`src/hw/rtl/ksm_pkg.sv`:
```
package ksm_pkg;

  localparam int unsigned SLOT_COUNT_DEF = 6;

  localparam logic [7:0] MAX_KEY     = 8'hFE;
  localparam logic [7:0] SCAN_RSHIFT = 8'h36;

  localparam logic [7:0] K_SHIFT    = 8'h10;
  localparam logic [7:0] K_CONTROL  = 8'h11;
  localparam logic [7:0] K_ALT      = 8'h12;
  localparam logic [7:0] K_LSHIFT   = 8'hA0;
  localparam logic [7:0] K_RSHIFT   = 8'hA1;
  localparam logic [7:0] K_LCONTROL = 8'hA2;
  localparam logic [7:0] K_RCONTROL = 8'hA3;
  localparam logic [7:0] K_LALT     = 8'hA4;
  localparam logic [7:0] K_RALT     = 8'hA5;

  localparam logic [31:0] SHIFT_PAIR_MASK = 32'h0000_0003;

  typedef enum logic [2:0] {
    CMD_PRESS    = 3'd0,
    CMD_RELEASE  = 3'd1,
    CMD_ACTIVATE = 3'd2,
    CMD_LEVEL    = 3'd3,
    CMD_TRIGGER  = 3'd4,
    CMD_RELQUERY = 3'd5
  } cmd_t;

  typedef enum logic {
    ST_IDLE = 1'b0,
    ST_EXEC = 1'b1
  } state_t;

  typedef struct packed {
    logic        clear_all;
    logic        write_en;
    logic        set;
    logic [2:0]  word;
    logic [31:0] mask;
  } map_op_t;

  typedef struct packed {
    logic store_en;
    logic drop_en;
  } slot_op_t;

endpackage

```
`src/hw/rtl/ksm_slot_cell.sv`:
```
module ksm_slot_cell
  import ksm_pkg::*;
(
  input  logic       clk,
  input  logic       rst_n,
  input  logic [7:0] key,
  input  slot_op_t   op,
  input  logic       match_in,
  input  logic       empty_in,
  input  logic       any_match,
  output logic       match_out,
  output logic       empty_out
);

  logic [7:0] slot_r;
  logic [7:0] slot_nxt;
  logic       match;
  logic       empty;

  assign match     = (slot_r == key);
  assign empty     = (slot_r == 8'h00);
  assign match_out = match_in | match;
  assign empty_out = empty_in | empty;

  always_comb begin
    slot_nxt = slot_r;
    if (op.drop_en && match && !match_in) begin
      slot_nxt = 8'h00;
    end else if (op.store_en && !any_match && empty && !empty_in) begin
      slot_nxt = key;
    end
  end

  always_ff @(posedge clk) begin
    if (!rst_n) begin
      slot_r <= 8'h00;
    end else begin
      slot_r <= slot_nxt;
    end
  end

endmodule

```
`src/hw/rtl/ksm_key_map.sv`:
```
module ksm_key_map
  import ksm_pkg::*;
(
  input  logic        clk,
  input  logic        rst_n,
  input  map_op_t     op,
  input  logic [2:0]  rd_word,
  output logic [31:0] rd_data
);

  logic [31:0] map_r   [8];
  logic [31:0] map_nxt [8];

  assign rd_data = map_r[rd_word];

  always_comb begin
    for (int i = 0; i < 8; i++) begin
      map_nxt[i] = map_r[i];
    end
    if (op.clear_all) begin
      for (int i = 0; i < 8; i++) begin
        map_nxt[i] = 32'h0;
      end
    end else if (op.write_en) begin
      if (op.set) begin
        map_nxt[op.word] = map_r[op.word] | op.mask;
      end else begin
        map_nxt[op.word] = map_r[op.word] & ~op.mask;
      end
    end
  end

  always_ff @(posedge clk) begin
    if (!rst_n) begin
      for (int i = 0; i < 8; i++) begin
        map_r[i] <= 32'h0;
      end
    end else begin
      for (int i = 0; i < 8; i++) begin
        map_r[i] <= map_nxt[i];
      end
    end
  end

endmodule

```
`src/hw/rtl/key_state_map_with_edge_slots.sv`:
```
// A word is taken while idle and its result is registered once the output is free; no new
// word is taken until then. The map read-modify-write and the slot chain settle in the
// execute state, and a stalled output holds that state.
// Reset: synchronous, active low; clears the key map, empties all slots and drops any
// pending result.
module key_state_map_with_edge_slots
  import ksm_pkg::*;
#(
  parameter int unsigned SLOT_COUNT = SLOT_COUNT_DEF
) (
  input  logic        clk,
  input  logic        rst_n,
  input  logic        in_tvalid,
  output logic        in_tready,
  input  logic [23:0] in_tdata,   // command[2:0], key_code[10:3], scan_code[18:11], extended[19]
  output logic        out_tvalid,
  input  logic        out_tready,
  output logic [7:0]  out_tdata   // is_down[0], is_up[1], edge_res[2]
);

  state_t      state_r;
  state_t      state_nxt;
  cmd_t        cmd_r;
  logic [7:0]  key_r;
  logic        shift_rel_r;
  logic        out_valid_r;
  logic [2:0]  out_data_r;

  cmd_t        in_cmd;
  logic [7:0]  in_key;
  logic [7:0]  in_scan;
  logic        in_ext;
  logic [7:0]  key_mapped;
  logic        in_fire;
  logic        exec_fire;
  logic        out_free;

  map_op_t     map_op;
  slot_op_t    slot_op;
  logic [31:0] rd_data;
  logic        valid_key;
  logic        lvl;
  logic        is_query;
  logic        is_down;
  logic        is_up;
  logic        edge_res;
  logic        stored;
  logic        dropped;

  logic [SLOT_COUNT:0] match_c;
  logic [SLOT_COUNT:0] empty_c;

  assign in_cmd  = cmd_t'(in_tdata[2:0]);
  assign in_key  = in_tdata[10:3];
  assign in_scan = in_tdata[18:11];
  assign in_ext  = in_tdata[19];
  assign in_fire = in_tvalid && in_tready;

  // split generic modifiers for events only
  always_comb begin
    key_mapped = in_key;
    if (in_cmd == CMD_PRESS || in_cmd == CMD_RELEASE) begin
      case (in_key)
        K_SHIFT:   key_mapped = (in_scan == SCAN_RSHIFT) ? K_RSHIFT : K_LSHIFT;
        K_CONTROL: key_mapped = in_ext ? K_RCONTROL : K_LCONTROL;
        K_ALT:     key_mapped = in_ext ? K_RALT : K_LALT;
        default:   key_mapped = in_key;
      endcase
    end
  end

  always_ff @(posedge clk) begin
    if (in_fire) begin
      cmd_r       <= in_cmd;
      key_r       <= key_mapped;
      shift_rel_r <= (in_cmd == CMD_RELEASE) && (in_key == K_SHIFT);
    end
  end

  always_comb begin
    state_nxt = state_r;
    unique case (state_r)
      ST_IDLE: begin
        if (in_fire) state_nxt = ST_EXEC;
      end
      ST_EXEC: begin
        if (out_free) state_nxt = ST_IDLE;
      end
      default: state_nxt = ST_IDLE;
    endcase
  end

  assign out_free = !out_valid_r || out_tready;

  always_comb begin
    in_tready = 1'b0;
    exec_fire = 1'b0;
    unique case (state_r)
      ST_IDLE: in_tready = 1'b1;
      ST_EXEC: exec_fire = out_free;
      default: begin
        in_tready = 1'b0;
        exec_fire = 1'b0;
      end
    endcase
  end

  always_ff @(posedge clk) begin
    if (!rst_n) begin
      state_r <= ST_IDLE;
    end else begin
      state_r <= state_nxt;
    end
  end

  assign valid_key = (key_r <= MAX_KEY);
  assign lvl       = valid_key && rd_data[key_r[4:0]];
  assign is_query  = (cmd_r == CMD_LEVEL) || (cmd_r == CMD_TRIGGER) || (cmd_r == CMD_RELQUERY);

  always_comb begin
    map_op.clear_all = exec_fire && (cmd_r == CMD_ACTIVATE);
    map_op.write_en  = exec_fire && valid_key &&
                       ((cmd_r == CMD_PRESS) || (cmd_r == CMD_RELEASE));
    map_op.set       = (cmd_r == CMD_PRESS);
    map_op.word      = key_r[7:5];
    map_op.mask      = shift_rel_r ? SHIFT_PAIR_MASK : (32'h1 << key_r[4:0]);
  end

  ksm_key_map u_map (
    .clk     (clk),
    .rst_n   (rst_n),
    .op      (map_op),
    .rd_word (key_r[7:5]),
    .rd_data (rd_data)
  );

  always_comb begin
    slot_op.store_en = exec_fire && (key_r != 8'h00) && lvl &&
                       ((cmd_r == CMD_TRIGGER) || (cmd_r == CMD_RELQUERY));
    slot_op.drop_en  = exec_fire && (key_r != 8'h00) && !lvl &&
                       ((cmd_r == CMD_TRIGGER) || (cmd_r == CMD_RELQUERY));
  end

  assign match_c[0] = 1'b0;
  assign empty_c[0] = 1'b0;

  for (genvar g = 0; g < SLOT_COUNT; g++) begin : g_slot
    ksm_slot_cell u_cell (
      .clk       (clk),
      .rst_n     (rst_n),
      .key       (key_r),
      .op        (slot_op),
      .match_in  (match_c[g]),
      .empty_in  (empty_c[g]),
      .any_match (match_c[SLOT_COUNT]),
      .match_out (match_c[g+1]),
      .empty_out (empty_c[g+1])
    );
  end

  assign stored   = !match_c[SLOT_COUNT] && empty_c[SLOT_COUNT];
  assign dropped  = match_c[SLOT_COUNT];
  assign is_down  = is_query && valid_key && lvl;
  assign is_up    = is_query && valid_key && !lvl;
  assign edge_res = (slot_op.store_en && (cmd_r == CMD_TRIGGER) && stored) ||
                    (slot_op.drop_en && (cmd_r == CMD_RELQUERY) && dropped);

  always_ff @(posedge clk) begin
    if (!rst_n) begin
      out_valid_r <= 1'b0;
    end else if (exec_fire) begin
      out_valid_r <= 1'b1;
    end else if (out_tready) begin
      out_valid_r <= 1'b0;
    end
  end

  always_ff @(posedge clk) begin
    if (exec_fire) begin
      out_data_r <= {edge_res, is_up, is_down};
    end
  end

  assign out_tvalid = out_valid_r;
  assign out_tdata  = {5'b0, out_data_r};

`ifndef SYNTHESIS
  a_one_in_flight: assert property (@(posedge clk) disable iff (!rst_n)
    in_tvalid && in_tready |=> !in_tready)
    else $error("word accepted while another is in flight");

  a_result_posted: assert property (@(posedge clk) disable iff (!rst_n)
    exec_fire |=> out_tvalid)
    else $error("executed word left no result");

  a_level_exclusive: assert property (@(posedge clk) disable iff (!rst_n)
    out_tvalid |-> !(out_tdata[0] && out_tdata[1]))
    else $error("key reported both down and up");

  a_edge_on_query: assert property (@(posedge clk) disable iff (!rst_n)
    out_tvalid && out_tdata[2] |-> (out_tdata[0] || out_tdata[1]))
    else $error("edge reported without a valid query");
`endif

endmodule
```
`config.mk`:
```
export PLATFORM = sky130hd
export DESIGN_NAME = key_state_map_with_edge_slots
export DESIGN_NICKNAME = d
export VERILOG_FILES = /design/src/hw/rtl/ksm_pkg.sv /design/src/hw/rtl/ksm_slot_cell.sv /design/src/hw/rtl/ksm_key_map.sv /design/src/hw/rtl/key_state_map_with_edge_slots.sv
export SDC_FILE = /design/constraint.sdc
export NUM_CORES = 1
export LEC_CHECK = 0
export BUFFER_PORTS_ARGS = -buffer_cell sky130_fd_sc_hd__buf_2
export CAP_MARGIN = 20
export CORE_MARGIN = 5
export CORE_UTILIZATION = 30
export CTS_CLUSTER_DIAMETER = 50
export DETAILED_ROUTE_END_ITERATION = 16
export PLACE_DENSITY = 0.44
export SYNTH_ARGS = -nofsm -noshare
export SYNTH_HDL_FRONTEND = slang
export SYNTH_SLANG_ARGS = --single-unit
```
`constraint.sdc`:
```
create_clock -name clk -period 7.54 [get_ports clk]
set_input_delay 0 -clock clk [delete_from_list [all_inputs] [get_ports clk]]
set_output_delay 0 -clock clk [all_outputs]
set_load 0.01 [all_outputs]
```
[Word-level counts from Yosys, hierarchy flattened]
Memories as Yosys holds them, arrays and structs flattened. A register that Yosys moved wholly into a read port is not among the register bits.
Index checks and enable logic that the tools add are counted.
Widths: inputs -> output; s select.
Word-level totals
  bits in registers: 65
  bits in writable memories: 256
  output and inout port bits: 10
  memories kept: 1
Operators by class
  $lt $le $gt $ge: 4
  equal/unequal tests: 16
  shifts and indexed selects: 1
  muxes and demuxes: 33
  bitwise operators: 24
  reductions and logical operators: 79
Memories
  u_map.map_r: depth 8, width 32, rd ports 9, clocked after Yosys merged registers in 1, wr ports 8, line ksm_key_map.sv:11  | logic [31:0] map_r [8];
Operator list (count)
  $mux 256: 3
  $bwmux 256: 2
  $mux 32: 10
  $demux 32 s3: 1
  $eq 8x8->1: 6
  $logic_not 8->1: 6
  $logic_and 1x1->1: 43
  $and 32x32->32: 1
  $not 32->32: 1
  $or 32x32->32: 1
  $shl 1x5->32 const A: 1
  $eq 8x5->1 const B: 3
  $pmux 8 s3: 1
  $or 1x1->1: 18
  $logic_not 1->1: 13
  $mux 1: 12
  $reduce_or 2->1: 6
  $eq 8x6->1 const B: 1
  $le 8x8->1 const B: 1
  $mux 8: 1
  $reduce_bool 8->1: 1
  $logic_or 1x1->1: 7
  $eq 3x1->1 const B: 2
  $eq 3x2->1 const B: 2
  11 further kinds: 14

[Depth between registers and ports, before layout]
  word-level depth: 10
  gate-level depth with buffers: 15

[Hierarchy]
A second synthesis with hierarchy kept.
Second synthesis, totals
  cells, all modules: 2122
  area, all modules: 18766.7 um2
Modules (own cells, without submodules)
  ksm_key_map: times used 1, cells an instance 1711, area an instance 14607.8 um2
  ksm_slot_cell: times used 6, cells an instance 42, area an instance 457.9 um2
  key_state_map_with_edge_slots: times used 1, cells an instance 159, area an instance 1411.4 um2

[Least setup slack after synthesis]
No wires, ideal clock.
  kind: reg2reg
  start: reg (tool-made name)
  end: reg g_slot[3].u_cell.slot_r[0]
  setup time: 0.146 ns
  arrival time: 2.490 ns
  data required time: 7.394 ns
  path slack: 4.904 ns
  stages on the path, launching flop included: 14
  cells stage by stage: dfxtp_1 -> buf_6 -> buf_12 -> buf_12 -> mux4_1 -> mux2_2 -> mux2i_1 -> o211ai_1 -> a31oi_4 -> inv_1 -> nand4_1 -> buf_4 -> buf_6 -> a21oi_1
RTL lines
  to (signal assigned): line ksm_slot_cell.sv:38  | slot_r <= slot_nxt;
  to (decl): line ksm_slot_cell.sv:15  | logic [7:0] slot_r;

==> impl_metrics.py <==
metrics = {
    "final_layout": {
        "final_area_sq_mm": 0.0173,
        "insertedDiodeCount": 0,
        "final_cell_count_no_fill": 2275,
        "drive_gt1_frac": 0.125,
        "syn2layout_area_growth_pct": 14.6,
        "nNetsFinal": 1601,
        "final_util": 0.346,
    },
    "logic_synthesis": {
        "avgSynthCellArea_sq_um": 9.50,
        "synth_area_leaders": "dfxtp_1 41%, a211oi_1 13%, nor2_1 7.6%",
        "synth-edff-count": 15,
        "ys_ff_latch": 324,
        "synthArstFlopShare": 0,
        "ys_seq_area_frac": 0.440,
        "synth_common_cells": "309 x dfxtp_1, 305 x nor2_1, 258 x a211oi_1",
        "synth_most_common_cell": "dfxtp_1",
        "syn_inst": 1589,
        "syn_area_sq_mm": 0.0151,
        "ys_types": 61,
        "yosysTopAreaCell": "dfxtp_1",
        "ys.warnings.count": 0,
        "synth-main-ff-cell": "dfxtp_1",
        "yosysTopAreaCellShare": 0.410,
    },
    "floorplan": {
        "io_pins": 38,
        "die_y_um": 234,
        "die_w_um": 234,
        "dieArea_sq_mm": 0.0549,
        "coreArea_sq_mm": 0.0500,
        "start_util": 0.302,
        "rows": 82,
    },
    "timing": {
        "relSlewSlack": 0.238,
        "finalHoldViolCount": 0,
        "hold-worst-slack_ps": 88.6,
        "fin_ws_ps": 3220,
        "drv_slew": 0,
        "setup_violations": 0,
        "finalCritPeriodShare": 0.573,
        "tightest_slew_ps": 1140,
        "skew_ps": 20.2,
        "rsz0062_at_grt": "no",
        "setup-tns-final_ps": 0,
        "fin_crit_ps": 4320,
        "max_freq_mhz": 231,
    },
    "power": {
        "irDropWorstVdd_v": 0.000128,
        "p_leak_nw": 5.85,
        "p_per_area_mw_per_mm2": 240,
        "power_mw": 4.15,
    },
    "placement": {
        "dpl.cell_count": 2179,
        "place_area_sq_mm": 0.0157,
        "gp_congestion": 0.781,
        "port_buffers": 28,
        "hpwl_mm": 26.2,
        "dp_slack_ps": 3200,
    },
    "clocking": {
        "clock_tree.buffer_depth": 3,
        "cts_tree": "done",
        "htree_levels": 2,
        "cts_setup_buffers": 0,
        "cts_resized": 0,
        "cts_sinks": 324,
        "clk_latency_ps": 560,
        "cts_made_buffers": 43,
        "cts_hold_buffers": 21,
        "cts.root.buffer_cell": "clkbuf_16",
        "cts.clk_slew.worst_paths_ps": 60,
    },
    "drt": {
        "drt-initial-drc-count": 744,
        "finalWirelength_mm": 46.5,
        "dr.pass1.iters": 5,
        "vias": 12000,
        "viasPerCell": 5.27,
        "wl_per_cell_um": 20.5,
        "post-route-drc-count": 0,
        "antenna_left": 0,
    },
    "global_route": {
        "grt_usage": 0.167,
        "grt_max_degree": 197,
        "antenna_found_initial": 0,
        "grt.overflow.total": 0,
        "grt_pass1_wl_mm": 71.9,
        "grt_pass1_vias": 11800,
    },
    "worst_setup_path": {
        "max_stage_delay_ps": 860,
        "arrival_ps": 4700,
        "critPathKind": "register to register",
        "crit_fanout": 50,
        "start_kind": "register",
        "cp_slowest_cell": "dfxtp_4",
        "crit_chain": "buf_4 -> mux4_1 -> mux2i_1 -> nand2_1 -> o211ai_1 -> o2111a_1 -> a31oi_4 -> buf_4 -> nand4_1 -> buf_4 -> a22oi_1",
        "crit_required_ps": 7920,
        "crit_path_end_kind": "register",
        "critPathMostFrequentCell": "buf_4",
    },
    "min_path": {
        "hold_class": "primary input to register",
        "min-delay-start": "rst_n",
    },
    "outcome": {
        "status": "finished, final reports clean",
    },
    "run": {
        "drv_cap": 0,
    },
}
layout by cell type, fill, tap and decap left out, types with 28 or more instances in the layout:
master / count
inv_1: 37
mux4_2: 34
dfxtp_1: 306
a22oi_1: 33
clkbuf_16: 45
mux2i_1: 55
buf_4: 37
nand4_1: 29
a21oi_1: 50
buf_2: 28
nor2_1: 299
a41oi_1: 33
xor2_1: 32
a211oi_1: 258
nand2_1: 51
report_power, final:
part           switching, mW  total [mW]  internal [mW]
Combinational          0.252       0.366          0.115
Clock                  0.786        2.00           1.21
Sequential            0.0328        1.78           1.75
flip-flops by register name, summed over array words and instances (netlist names), named ones only:
| name | cells |
|---|---|
| out_data_r | 3 |
| g_slot.u_cell.slot_r | 48 |
| out_tvalid | 1 |
| key_r | 8 |
| state_r | 1 |
| shift_rel_r | 1 |
| cmd_r | 3 |
| u_map.map_r | 256 |
routing by layer:
layer  up-vias  part of all wire  track usage
met5         -                 0            0
met4         0             0.019       0.0458
met3        60             0.040       0.0230
met2       207              0.46        0.266
met1      5825              0.48        0.239
li1       5887                 -            -
final cells by class:
cell class | count | area [sq um]
clock buffers | 58 | 1230
repair buffers | 87 | 648
flip-flops and latches | 324 | 6640
clock inverters | 17 | 153
well taps | 672 | 841
multi-input cells | 1079 | 7630
inverters | 38 | 143
fillers | 5141 | 32700
kinds of logic after synthesis:
kind of cell / share of synthesized area
buf+inv: 0.0613
mux: 0.123
simple gates: 0.142
other cells: 0.000248
xor+xnor: 0.0279
flops: 0.440
compound gates: 0.206
critical path: cells and delay by family (launching register included):
kind                   cells  cell delay (ps)
buffers and inverters      3             1290
AOI/OAI and AO/OA          4              660
muxes                      2              920
DFF                        1              860
and+or+nand+nor            2              300
worst paths after layout:
kind	end	slack, ps	cells after the start
worst min register to register	g_slot[3].u_cell.slot_r[5]	490	2
worst min-delay path	g_slot[2].u_cell.slot_r[2]	90	3
worst max register to register	g_slot[4].u_cell.slot_r[1]	3220	11
worst max-delay path	g_slot[4].u_cell.slot_r[1]	3220	11
Note: power is estimated with default switching activity, not from simulation.
